[src/rtl/core/dsmd_pkg.sv]
// Package for the dual sensor marker detector: opcodes, register indexes,
// widths, limits and small helper functions. No dependencies.
`default_nettype none

package dsmd_pkg;

    localparam int SAMPLE_W = 12;
    localparam int RUN_W    = 10;
    localparam int MARKER_W = 2;
    localparam int OP_W     = 2;
    localparam int CFG_IDX_W  = 2;
    localparam int CFG_DATA_W = 12;
    localparam int IN_DATA_W  = 24;
    localparam int OUT_DATA_W = 32;

    localparam logic [SAMPLE_W-1:0] SAMPLE_MAX = 12'd4095;
    localparam logic [SAMPLE_W-1:0] WIN_LOW    = 12'd50;
    localparam logic [SAMPLE_W-1:0] WIN_HIGH   = 12'd1000;
    localparam logic [RUN_W-1:0]    RUN_MAX    = 10'd1023;

    localparam logic [SAMPLE_W-1:0] DEFAULT_THRESHOLD_RST = 12'd500;
    localparam logic [RUN_W-1:0]    DETECT_CYCLES_RST     = 10'd5;
    localparam logic [RUN_W-1:0]    RELEASE_CYCLES_RST    = 10'd10;

    typedef enum logic [OP_W-1:0] {
        OP_CHECK     = 2'd0,
        OP_CALIBRATE = 2'd1,
        OP_FINALIZE  = 2'd2,
        OP_CAL_RESET = 2'd3
    } opcode_t;

    typedef enum logic [CFG_IDX_W-1:0] {
        CFG_DEFAULT_THRESHOLD = 2'd0,
        CFG_DETECT_CYCLES     = 2'd1,
        CFG_RELEASE_CYCLES    = 2'd2,
        CFG_UNUSED            = 2'd3
    } cfg_index_t;

    localparam logic [MARKER_W-1:0] MARKER_NONE = 2'd0;

    // Saturating increment of a run counter.
    function automatic logic [RUN_W-1:0] run_inc(input logic [RUN_W-1:0] v);
        logic [RUN_W-1:0] r;
        r = (v >= RUN_MAX) ? RUN_MAX : v + 1'b1;
        return r;
    endfunction

    // Midpoint of the calibrated range, with the fallback to the default
    // when nothing was sampled or the midpoint leaves the valid window.
    function automatic logic [SAMPLE_W-1:0] midpoint_level(
        input logic [SAMPLE_W-1:0] lo,
        input logic [SAMPLE_W-1:0] hi,
        input logic [SAMPLE_W-1:0] dflt
    );
        logic [SAMPLE_W-1:0] span;
        logic [SAMPLE_W-1:0] mid;
        logic [SAMPLE_W-1:0] r;
        span = hi - lo;
        mid  = lo + (span >> 1);
        if (lo > hi)
            r = dflt;
        else if (mid < WIN_LOW || mid > WIN_HIGH)
            r = dflt;
        else
            r = mid;
        return r;
    endfunction

endpackage

`default_nettype wire

[src/rtl/core/dual_sensor_marker_detector.sv]
// Dual sensor marker detector: calibration of two thresholds and a debounced
// marker detector, one word per cycle unless the result side stalls. Depends on dsmd_pkg.
// Input words pass the input register, then the result register; the input
// register feeds the detector logic and the result register, and both
// advance whenever the result side takes, one word per cycle unless it stalls.
// Reset (rst_n, asynchronous, active low): detector idle, counters zero,
// min trackers at full scale, max trackers zero, thresholds and registers at
// their documented reset values, both pipeline registers empty.
`default_nettype none

module dual_sensor_marker_detector
    import dsmd_pkg::*;
(
    input  wire logic                  clk,
    input  wire logic                  rst_n,

    // Input words.
    input  wire logic                  s_tvalid,
    output logic                       s_tready,
    input  wire logic [IN_DATA_W-1:0]  s_tdata,   // right_sample[11:0], left_sample[23:12]
    input  wire logic [OP_W-1:0]       s_tuser,   // opcode[1:0]

    // Result words.
    output logic                       m_tvalid,
    input  wire logic                  m_tready,
    output logic [OUT_DATA_W-1:0]      m_tdata,   // marker[1:0], right_level[13:2],
                                                  // left_level[25:14], zero[31:26]

    // Configuration writes.
    input  wire logic                  cfg_we,
    input  wire logic [CFG_IDX_W-1:0]  cfg_index,
    input  wire logic [CFG_DATA_W-1:0] cfg_wdata
);

    // Configuration registers.
    logic [SAMPLE_W-1:0] default_threshold_reg;
    logic [RUN_W-1:0]    detect_cycles_reg;
    logic [RUN_W-1:0]    release_cycles_reg;

    // Pipeline control and payload.
    logic                s1_valid_reg;
    logic [OP_W-1:0]     s1_op_reg;
    logic [SAMPLE_W-1:0] s1_right_reg;
    logic [SAMPLE_W-1:0] s1_left_reg;
    logic                out_valid_reg;
    logic [OUT_DATA_W-1:0] out_data_reg;
    logic                s1_go;

    // Detector and calibration state.
    logic                detecting_reg, detecting_next;
    logic                seen_left_reg, seen_left_next;
    logic                seen_right_reg, seen_right_next;
    logic [RUN_W-1:0]    left_run_reg, left_run_next;
    logic [RUN_W-1:0]    right_run_reg, right_run_next;
    logic [RUN_W-1:0]    clear_run_reg, clear_run_next;
    logic [SAMPLE_W-1:0] right_min_reg, right_min_next;
    logic [SAMPLE_W-1:0] right_max_reg, right_max_next;
    logic [SAMPLE_W-1:0] left_min_reg, left_min_next;
    logic [SAMPLE_W-1:0] left_max_reg, left_max_next;
    logic [SAMPLE_W-1:0] right_thr_reg, right_thr_next;
    logic [SAMPLE_W-1:0] left_thr_reg, left_thr_next;
    logic [MARKER_W-1:0] marker_next;

    // Check-step helpers, computed from the word in the input register.
    logic                l_on;
    logic                r_on;
    logic [RUN_W-1:0]    left_run_cand;
    logic [RUN_W-1:0]    right_run_cand;
    logic [RUN_W-1:0]    clear_run_cand;
    logic                l_hit;
    logic                r_hit;
    logic                event_start;
    logic                event_end;
    logic                seen_left_acc;
    logic                seen_right_acc;

    // The input register moves on when the result register is empty or is
    // being emptied in this cycle, so a word can enter every cycle while the result side takes.
    assign s1_go    = s1_valid_reg && (!out_valid_reg || m_tready);
    assign s_tready = !s1_valid_reg || s1_go;
    assign m_tvalid = out_valid_reg;
    assign m_tdata  = out_data_reg;

    // A sensor is active when its sample is below its threshold.
    assign l_on = s1_left_reg < left_thr_reg;
    assign r_on = s1_right_reg < right_thr_reg;

    // Idle: run counters count consecutive active checks per sensor.
    assign left_run_cand  = l_on ? run_inc(left_run_reg) : '0;
    assign right_run_cand = r_on ? run_inc(right_run_reg) : '0;
    assign l_hit          = left_run_cand >= detect_cycles_reg;
    assign r_hit          = right_run_cand >= detect_cycles_reg;
    assign event_start    = !detecting_reg && (l_hit || r_hit);

    // Detecting: gather which sensors were seen; the event ends once both
    // sensors have stayed clear for the release count.
    assign clear_run_cand = (!l_on && !r_on) ? run_inc(clear_run_reg) : '0;
    assign event_end      = detecting_reg && (clear_run_cand >= release_cycles_reg);
    assign seen_left_acc  = seen_left_reg || l_on;
    assign seen_right_acc = seen_right_reg || r_on;

    always_comb
    begin
        detecting_next  = detecting_reg;
        seen_left_next  = seen_left_reg;
        seen_right_next = seen_right_reg;
        left_run_next   = left_run_reg;
        right_run_next  = right_run_reg;
        clear_run_next  = clear_run_reg;
        right_min_next  = right_min_reg;
        right_max_next  = right_max_reg;
        left_min_next   = left_min_reg;
        left_max_next   = left_max_reg;
        right_thr_next  = right_thr_reg;
        left_thr_next   = left_thr_reg;
        marker_next     = MARKER_NONE;

        case (opcode_t'(s1_op_reg))
            OP_CHECK:
            begin
                if (!detecting_reg) begin
                    if (event_start) begin
                        seen_left_next  = l_hit;
                        seen_right_next = r_hit;
                        left_run_next   = '0;
                        right_run_next  = '0;
                        clear_run_next  = '0;
                        detecting_next  = 1'b1;
                    end else begin
                        left_run_next   = left_run_cand;
                        right_run_next  = right_run_cand;
                    end
                end else begin
                    if (event_end) begin
                        marker_next     = {seen_right_acc, seen_left_acc};
                        seen_left_next  = 1'b0;
                        seen_right_next = 1'b0;
                        clear_run_next  = '0;
                        detecting_next  = 1'b0;
                    end else begin
                        seen_left_next  = seen_left_acc;
                        seen_right_next = seen_right_acc;
                        clear_run_next  = clear_run_cand;
                    end
                end
            end
            OP_CALIBRATE:
            begin
                if (s1_right_reg < right_min_reg) right_min_next = s1_right_reg;
                if (s1_right_reg > right_max_reg) right_max_next = s1_right_reg;
                if (s1_left_reg < left_min_reg)   left_min_next  = s1_left_reg;
                if (s1_left_reg > left_max_reg)   left_max_next  = s1_left_reg;
            end
            OP_FINALIZE:
            begin
                right_thr_next = midpoint_level(right_min_reg, right_max_reg,
                                                default_threshold_reg);
                left_thr_next  = midpoint_level(left_min_reg, left_max_reg,
                                                default_threshold_reg);
            end
            OP_CAL_RESET:
            begin
                right_min_next = SAMPLE_MAX;
                right_max_next = '0;
                left_min_next  = SAMPLE_MAX;
                left_max_next  = '0;
                right_thr_next = default_threshold_reg;
                left_thr_next  = default_threshold_reg;
            end
            default:
            begin
                marker_next = MARKER_NONE;
            end
        endcase
    end

    // Control state, configuration and detector state.
    always_ff @(posedge clk or negedge rst_n)
    begin
        if (!rst_n) begin
            default_threshold_reg <= DEFAULT_THRESHOLD_RST;
            detect_cycles_reg     <= DETECT_CYCLES_RST;
            release_cycles_reg    <= RELEASE_CYCLES_RST;
            s1_valid_reg          <= 1'b0;
            out_valid_reg         <= 1'b0;
            detecting_reg         <= 1'b0;
            seen_left_reg         <= 1'b0;
            seen_right_reg        <= 1'b0;
            left_run_reg          <= '0;
            right_run_reg         <= '0;
            clear_run_reg         <= '0;
            right_min_reg         <= SAMPLE_MAX;
            right_max_reg         <= '0;
            left_min_reg          <= SAMPLE_MAX;
            left_max_reg          <= '0;
            right_thr_reg         <= DEFAULT_THRESHOLD_RST;
            left_thr_reg          <= DEFAULT_THRESHOLD_RST;
        end else begin
            if (cfg_we) begin
                case (cfg_index_t'(cfg_index))
                    CFG_DEFAULT_THRESHOLD: default_threshold_reg <= cfg_wdata;
                    CFG_DETECT_CYCLES:     detect_cycles_reg  <= cfg_wdata[RUN_W-1:0];
                    CFG_RELEASE_CYCLES:    release_cycles_reg <= cfg_wdata[RUN_W-1:0];
                    default:               ;
                endcase
            end

            if (s_tvalid && s_tready)
                s1_valid_reg <= 1'b1;
            else if (s1_go)
                s1_valid_reg <= 1'b0;

            if (s1_go)
                out_valid_reg <= 1'b1;
            else if (m_tready)
                out_valid_reg <= 1'b0;

            if (s1_go) begin
                detecting_reg  <= detecting_next;
                seen_left_reg  <= seen_left_next;
                seen_right_reg <= seen_right_next;
                left_run_reg   <= left_run_next;
                right_run_reg  <= right_run_next;
                clear_run_reg  <= clear_run_next;
                right_min_reg  <= right_min_next;
                right_max_reg  <= right_max_next;
                left_min_reg   <= left_min_next;
                left_max_reg   <= left_max_next;
                right_thr_reg  <= right_thr_next;
                left_thr_reg   <= left_thr_next;
            end
        end
    end

    // Payload registers carry no reset.
    always_ff @(posedge clk)
    begin
        if (s_tvalid && s_tready) begin
            s1_op_reg    <= s_tuser;
            s1_right_reg <= s_tdata[SAMPLE_W-1:0];
            s1_left_reg  <= s_tdata[2*SAMPLE_W-1:SAMPLE_W];
        end
        if (s1_go) begin
            out_data_reg <= {{(OUT_DATA_W-MARKER_W-2*SAMPLE_W){1'b0}},
                             left_thr_next, right_thr_next, marker_next};
        end
    end

    // While idle no event is half collected.
    assert property (@(posedge clk) disable iff (!rst_n)
        !detecting_reg |-> (clear_run_reg == '0 && !seen_left_reg && !seen_right_reg))
        else $error("idle detector holds event state");

    // While detecting the idle run counters stay cleared.
    assert property (@(posedge clk) disable iff (!rst_n)
        detecting_reg |-> (left_run_reg == '0 && right_run_reg == '0))
        else $error("run counters not cleared during an event");

    // An event always has at least one sensor seen.
    assert property (@(posedge clk) disable iff (!rst_n)
        detecting_reg |-> (seen_left_reg || seen_right_reg))
        else $error("event with no sensor seen");

    // A reported marker closes the event.
    assert property (@(posedge clk) disable iff (!rst_n)
        (s1_go && marker_next != MARKER_NONE) |=> !detecting_reg)
        else $error("marker reported while event stays open");

    // An empty result register never stalls the input side.
    assert property (@(posedge clk) disable iff (!rst_n)
        !out_valid_reg |-> s_tready)
        else $error("input stalled with empty result register");

endmodule

`default_nettype wire
[config.mk]
export PLATFORM = sky130hd
export DESIGN_NAME = dual_sensor_marker_detector
export DESIGN_NICKNAME = d
export VERILOG_FILES = /design/src/rtl/core/dsmd_pkg.sv /design/src/rtl/core/dual_sensor_marker_detector.sv
export SDC_FILE = /design/constraint.sdc
export NUM_CORES = 1
export LEC_CHECK = 0
export BUFFER_PORTS_ARGS = -buffer_cell sky130_fd_sc_hd__buf_2
export CORE_MARGIN = 2
export CORE_UTILIZATION = 35
export CTS_CLUSTER_SIZE = 8
export DETAILED_ROUTE_END_ITERATION = 12
export PLACE_DENSITY = 0.59
export SETUP_SLACK_MARGIN = 0.05
export SKIP_CTS_REPAIR_TIMING = 1
export SLEW_MARGIN = 15
export SYNTH_ARGS = -nofsm -noshare
export SYNTH_HDL_FRONTEND = slang
export SYNTH_SLANG_ARGS = --single-unit
[constraint.sdc]
create_clock -name clk -period 6.4 [get_ports clk]
set_clock_uncertainty 0.05 [all_clocks]
set_input_delay 0.32 -clock clk [delete_from_list [all_inputs] [get_ports clk]]
set_output_delay 0.32 -clock clk [all_outputs]
set_load 0.02 [all_outputs]
* Word-level counts from Yosys, hierarchy flattened
Cells that the tools add are included.
Word-level totals: flip-flop bits (word level) 191, output and inout bits 34, logic and storage cells 129
Operators by class: $add $sub $neg 7, order comparisons 18, equality and inequality tests 9, multiplexer cells 38, bitwise gates (word level) 1, reductions and logical operators 34
Operators by type and width (number):
- $pmux 12 s2 | 6
- $mux 10 | 11
- $mux 12 | 8
- $gt 12x12->1 | 4
- $lt 12x12->1 | 4
- $add 10x1->10 const B | 3
- $ge 10x10->1 | 3
- $ge 10x10->1 const B | 3
- $add 12x11->12 | 2
- $gt 12x10->1 const B | 2
- $lt 12x6->1 const B | 2
- $sub 12x12->12 | 2
- $reduce_and 3->1 | 7
- $mux 1 | 13
- $ne 2x2->1 const B | 4
- $reduce_and 2->1 | 4
- $reduce_bool 2->1 | 4
- $logic_or 1x1->1 | 7
- $eq 2x2->1 const B | 3
- $logic_and 1x1->1 | 5
- $logic_not 1->1 | 5
- $eq 2x1->1 const B | 2
- $logic_not 2->1 | 2
- $not 1->1 | 1

* Depth between registers and ports, before layout
word-level depth 8, mapped depth 22, gate-level depth less buffers 20

* Least setup slack after synthesis
Ideal clock, no wire load.
path type flip-flop to flip-flop, from register left_min_reg[1], to register out_data_reg[23], in the netlist m_tdata[23] (data pin), setup time 0.260 ns, arrival 4.403 ns, data required time 6.090 ns, setup slack 1.687 ns, cell stages (with the launch flop) 20, buffers on the path 0, cells stage by stage dfstp_2 -> inv_1 -> ha_1 -> nor2b_1 -> o21a_1 -> o21a_1 -> o21a_1 -> o21ai_0 -> nand2b_1 -> a21oi_1 -> xnor2_1 -> ha_1 -> o211a_1 -> a221oi_2 -> o21ai_0 -> xor2_1 -> or4b_1 -> nand4_2 -> mux2_2 -> mux2_2
On the way: longest elaborated chain between the ends 7
Ends and longest elaborated chain:
- from (decl) | RTL line dual_sensor_marker_detector.sv:58 | logic [SAMPLE_W-1:0] left_min_reg, left_min_next;
- from (signal assigned) | RTL line dual_sensor_marker_detector.sv:227 | left_min_reg <= left_min_next;
- $sub 12x12->12 | RTL line dsmd_pkg.sv:58 | span = hi - lo;
- $add 12x11->12 | RTL line dsmd_pkg.sv:59 | mid = lo + (span >> 1);
- $lt 12x6->1 or $gt 12x10->1 (tied branches) | RTL line dsmd_pkg.sv:62 | else if (mid < WIN_LOW || mid > WIN_HIGH)
- $logic_or 1x1->1 | RTL line dsmd_pkg.sv:62
- $mux 12 | RTL line dsmd_pkg.sv:62
- $mux 12 * | RTL line dsmd_pkg.sv:60 | if (lo > hi)
- $pmux 12 s2 * | RTL line dual_sensor_marker_detector.sv:118 | case (opcode_t'(s1_op_reg))
- via left_thr_next[9] | RTL line dual_sensor_marker_detector.sv:61 | logic [SAMPLE_W-1:0] left_thr_reg, left_thr_next;
- to (signal assigned) | RTL line dual_sensor_marker_detector.sv:244 | out_data_reg <= {{(OUT_DATA_W-MARKER_W-2*SAMPLE_W){1'b0}},
- to (decl) | RTL line dual_sensor_marker_detector.sv:46 | logic [OUT_DATA_W-1:0] out_data_reg;
The timed path passes the listed nets; every way through them passes the cells marked *. A chain may end at the register's enable or synchronous reset.

* Worst setup path after layout
Same ends and word-level chain as after synthesis.

==> impl_results.md <==
- Antenna Violating Nets Remaining: 0
- Vert. Die Dim: ~200 um
- Post-Route Setup TNS: 0 ns
- CP Launch Type: register
- Gpl congestion: 0.811
- FILL cells: ~3500
- Max_cap viols: 0
- Worst-case clock buffer depth: 2
- Hold Violations, Final: 0
- Req. time, crit path: ~6.6 ns
- Fin crit share: about four fifths
- Synth-to-Final Area Change: 13.3%
- Routed len/inst: approximately 17 um
- Peak supply drop: between 200 and 300 uV
- Share of layout cells above drive strength 1: between 10% and 20%
- Simple-Gate Fraction of Synth Area: approximately an eighth
- Relative slew slack: between 20% and 30%
- Min setup slack post-route: ~1.2 ns
- Fraction of the mapped netlist area in compound gates: around 17%
- Max reg flops: 26
- Adder-cell share of the synthesized area: about 15%
- Pwr Density: around 500 nW/um^2
- Placed cells: ~1800
- CTS clk-pin slew, worst paths: around 0.08 ns
- Setup violations, final: 0
- Global-route usage over all layers: approximately 17%
- # IOs: 79
- GR Util met3: 2.58%
- Flop-to-flop setup slack: between 1 and 1.5 ns
- GR Util met1: between 20% and 30%
- FP Rows: 70
- Mapped Cells: 1308
- I/O Buffers: between 70 and 80
- Drt pass-1 iters: 5
- Count leader, synth: ha_1
- First-pass GRT wire length: slightly above 50 mm
- Initial antenna violation count: 0
- Non-filler cells, final: ~1900
- Synth top area share: 18.0%
- Critical path, cell by cell: inv_1 > ha_1 > nor2b_1 > o21a_1 > o21a_1 > o21a_1 > o21ai_0 > nand2b_1 > a21oi_1 > xnor2_1 > ha_1 > o211a_1 > a221oi_2 > o21ai_0 > xor2_1 > or4b_1 > nand4_2 > mux2_2 > mux2_2
- Sink Count: ~190
- Syn Std Cell Area: between 10000 and 15000 um^2
- Yosys top cell by area: dfrtp_1
- CORE AREA: around 37000 um^2
- Syn Area/Cell: 9.88 um^2
- Initial Util: 35.4%
- TritonCTS clock tree: built
- Vias in the first global route: ~9500
- Status: complete, no violations
- Final Power: between 7 and 8 mW
- Most used cell along the critical path: o21a_1
- Vias per inst: about 5.3
- Peak Freq: approximately 190 MHz
- Seq/Total Area, Yosys: just under 40%
- Pleak: 6.88 nW
- Largest cells by area after synthesis: dfrtp_1 (18%), ha_1 (14%), edfxtp_1 (12%)
- RSZ-0062 raised after global routing: no
- Arrival time worst endpoint: roughly 5.4 ns
- CP peak stage delay: 0.56 ns
- Synth Flop Type: dfrtp_1
- WL final: 31.7 mm
- Maximum number of pins on one net before global-route repair: 88
- Layer with the highest usage: met2
- Most frequent cells after synthesis: ha_1 (147), inv_1 (120), a21oi_1 (102), dfrtp_1 (93), nand2_1 (87)
- Clock Latency Late Sink: roughly 0.45 ns
- EDFF count, synth: 52
- Met2 Use GR: 27.1%
- Post-DP HPWL: roughly 23 mm
- Synth cell types: 77
- Min cycle time layout: 5.23 ns
- Slowest cell on crit path: dfstp_2
- Post-synth ARST share: a little over 70%
- Pre-CTS WS: between 1 and 1.5 ns
- N_diodes: 0
- CP endpoint kind: register
- Worst-path fanout max: 14
- Fin. max-slew vios: 0
- Final nets: approximately 1600
- CTS root buf: clkbuf_16
- Flops & latches, synth: approximately 190
- Vias: 9872
- H-tree levels: 4
- XOR/XNOR Fraction of Synth Area: 2.91%
- Initial DRC Count: around 570
- Die area: around 38000 um^2
- Actual slew at the worst max-slew pin: 1.05 ns
- HP Class: primary input to register
- WS Path Type: register to register
- Combinational family with the most area after synthesis: compound AO/OA/AOI/OAI gates
- Multiplexer share of the synthesized area: a little under 8%
- Synthesis warning total: 0
- Grt total ovfl: 0
- CTS Buf Count: 17
- DRC: 0
- Chip Width: approximately 200 um
[cell type report]
cell class | count | area [um^2] | area share (%)
multi-input combinational | 948 | 7150 | 48.8
timing repair buffer | 113 | 761 | 5.19
inverter | 120 | 450 | 3.08
tap | 468 | 586 | 4.00
clock buffer | 18 | 439 | 3.00
clock inverter | 14 | 161 | 1.10
sequential | 191 | 5100 | 34.8
[per-stage QoR]
step | util [%] | hold WS, ns | area [um^2]
6_report | 40.1 | 0.0204 | 14600
5_1_grt | 40.1 | 0.00239 | 14600
4_1_cts | 39.4 | -0.182 | 14400
3_5_place_dp | 37.7 | 0.310 | 13800
3_3_place_gp | 37.7 | 0.306 | 13800
2_1_floorplan | - | -0.0256 | 12900
[critical path, delay by kind of cell (launching register included)]
| kind | cells | cell delay, ns |
|---|---|---|
| AO/OA/AOI/OAI | 8 | 1.55 |
| AND/OR/NAND/NOR | 4 | 1.15 |
| multiplexers | 2 | 0.66 |
| adder cells (fa/ha/maj) | 2 | 0.59 |
| flip-flops | 1 | 0.56 |
| XOR/XNOR | 2 | 0.34 |
| buffers and inverters | 1 | 0.10 |
[layer usage]
metal  wire length, um  vias up
met3              1100       30
met4               563        0
li1                  -     4906
met5                 0        -
met1             15300     4746
met2             14800      190
[power breakdown]
group          leakage, nW  switching (mW)  internal [mW]
clock                0.291           0.563          0.538
combinational         4.43            2.60           1.90
sequential            2.16           0.232           1.63
total                 6.88            3.40           4.07
[cell families after synthesis]
group / Yosys count
compound gates: 323
xor+xnor: 43
fa+ha+maj: 151
buf+inv: 174
flops: 191
mux: 96
other cells: 1
simple gates: 329
[cell usage in the layout (no fill, tap or decap), types with 9 or more instances in the layout]
| cell type | n |
|---|---|
| a22o_1 | 25 |
| mux2_2 | 38 |
| a2111oi_0 | 9 |
| o21a_1 | 12 |
| a21o_1 | 31 |
| nand2b_1 | 28 |
| nand2_1 | 87 |
| a31oi_1 | 12 |
| nor2_1 | 73 |
| ha_1 | 147 |
| dfrtp_1 | 93 |
| nand4_1 | 20 |
| and3_1 | 10 |
| buf_2 | 71 |
| edfxtp_1 | 52 |
| inv_1 | 120 |
| nor2b_1 | 10 |
| mux2i_1 | 58 |
| xor2_1 | 15 |
| dlygate4sd3_1 | 25 |
| clkbuf_16 | 17 |
| o221ai_1 | 19 |
| buf_4 | 13 |
| a21oi_1 | 102 |
| xnor2_1 | 28 |
| nand3_1 | 28 |
| nor3_1 | 24 |
| dfstp_2 | 46 |
| o21ai_0 | 60 |
[worst paths after layout]
path                                          endpoint  cells after the start                         from
max                              m_tdata[23]$_DFFE_PP_                     19  left_min_reg[1]$_DFFE_PN1P_
min in group asynchronous  left_max_reg[1]$_DFFE_PN0P_                      2                        rst_n
min                          s1_right_reg[0]$_DFFE_PP_                      1                   s_tdata[0]
min reg2reg                left_thr_reg[7]$_DFFE_PN1P_                      2  left_thr_reg[7]$_DFFE_PN1P_
max reg2reg                      m_tdata[23]$_DFFE_PP_                     19  left_min_reg[1]$_DFFE_PN1P_
max in group asynchronous     s1_valid_reg$_DFFE_PN0P_                      3                        rst_n
Power figures use the tool's default switching activity.
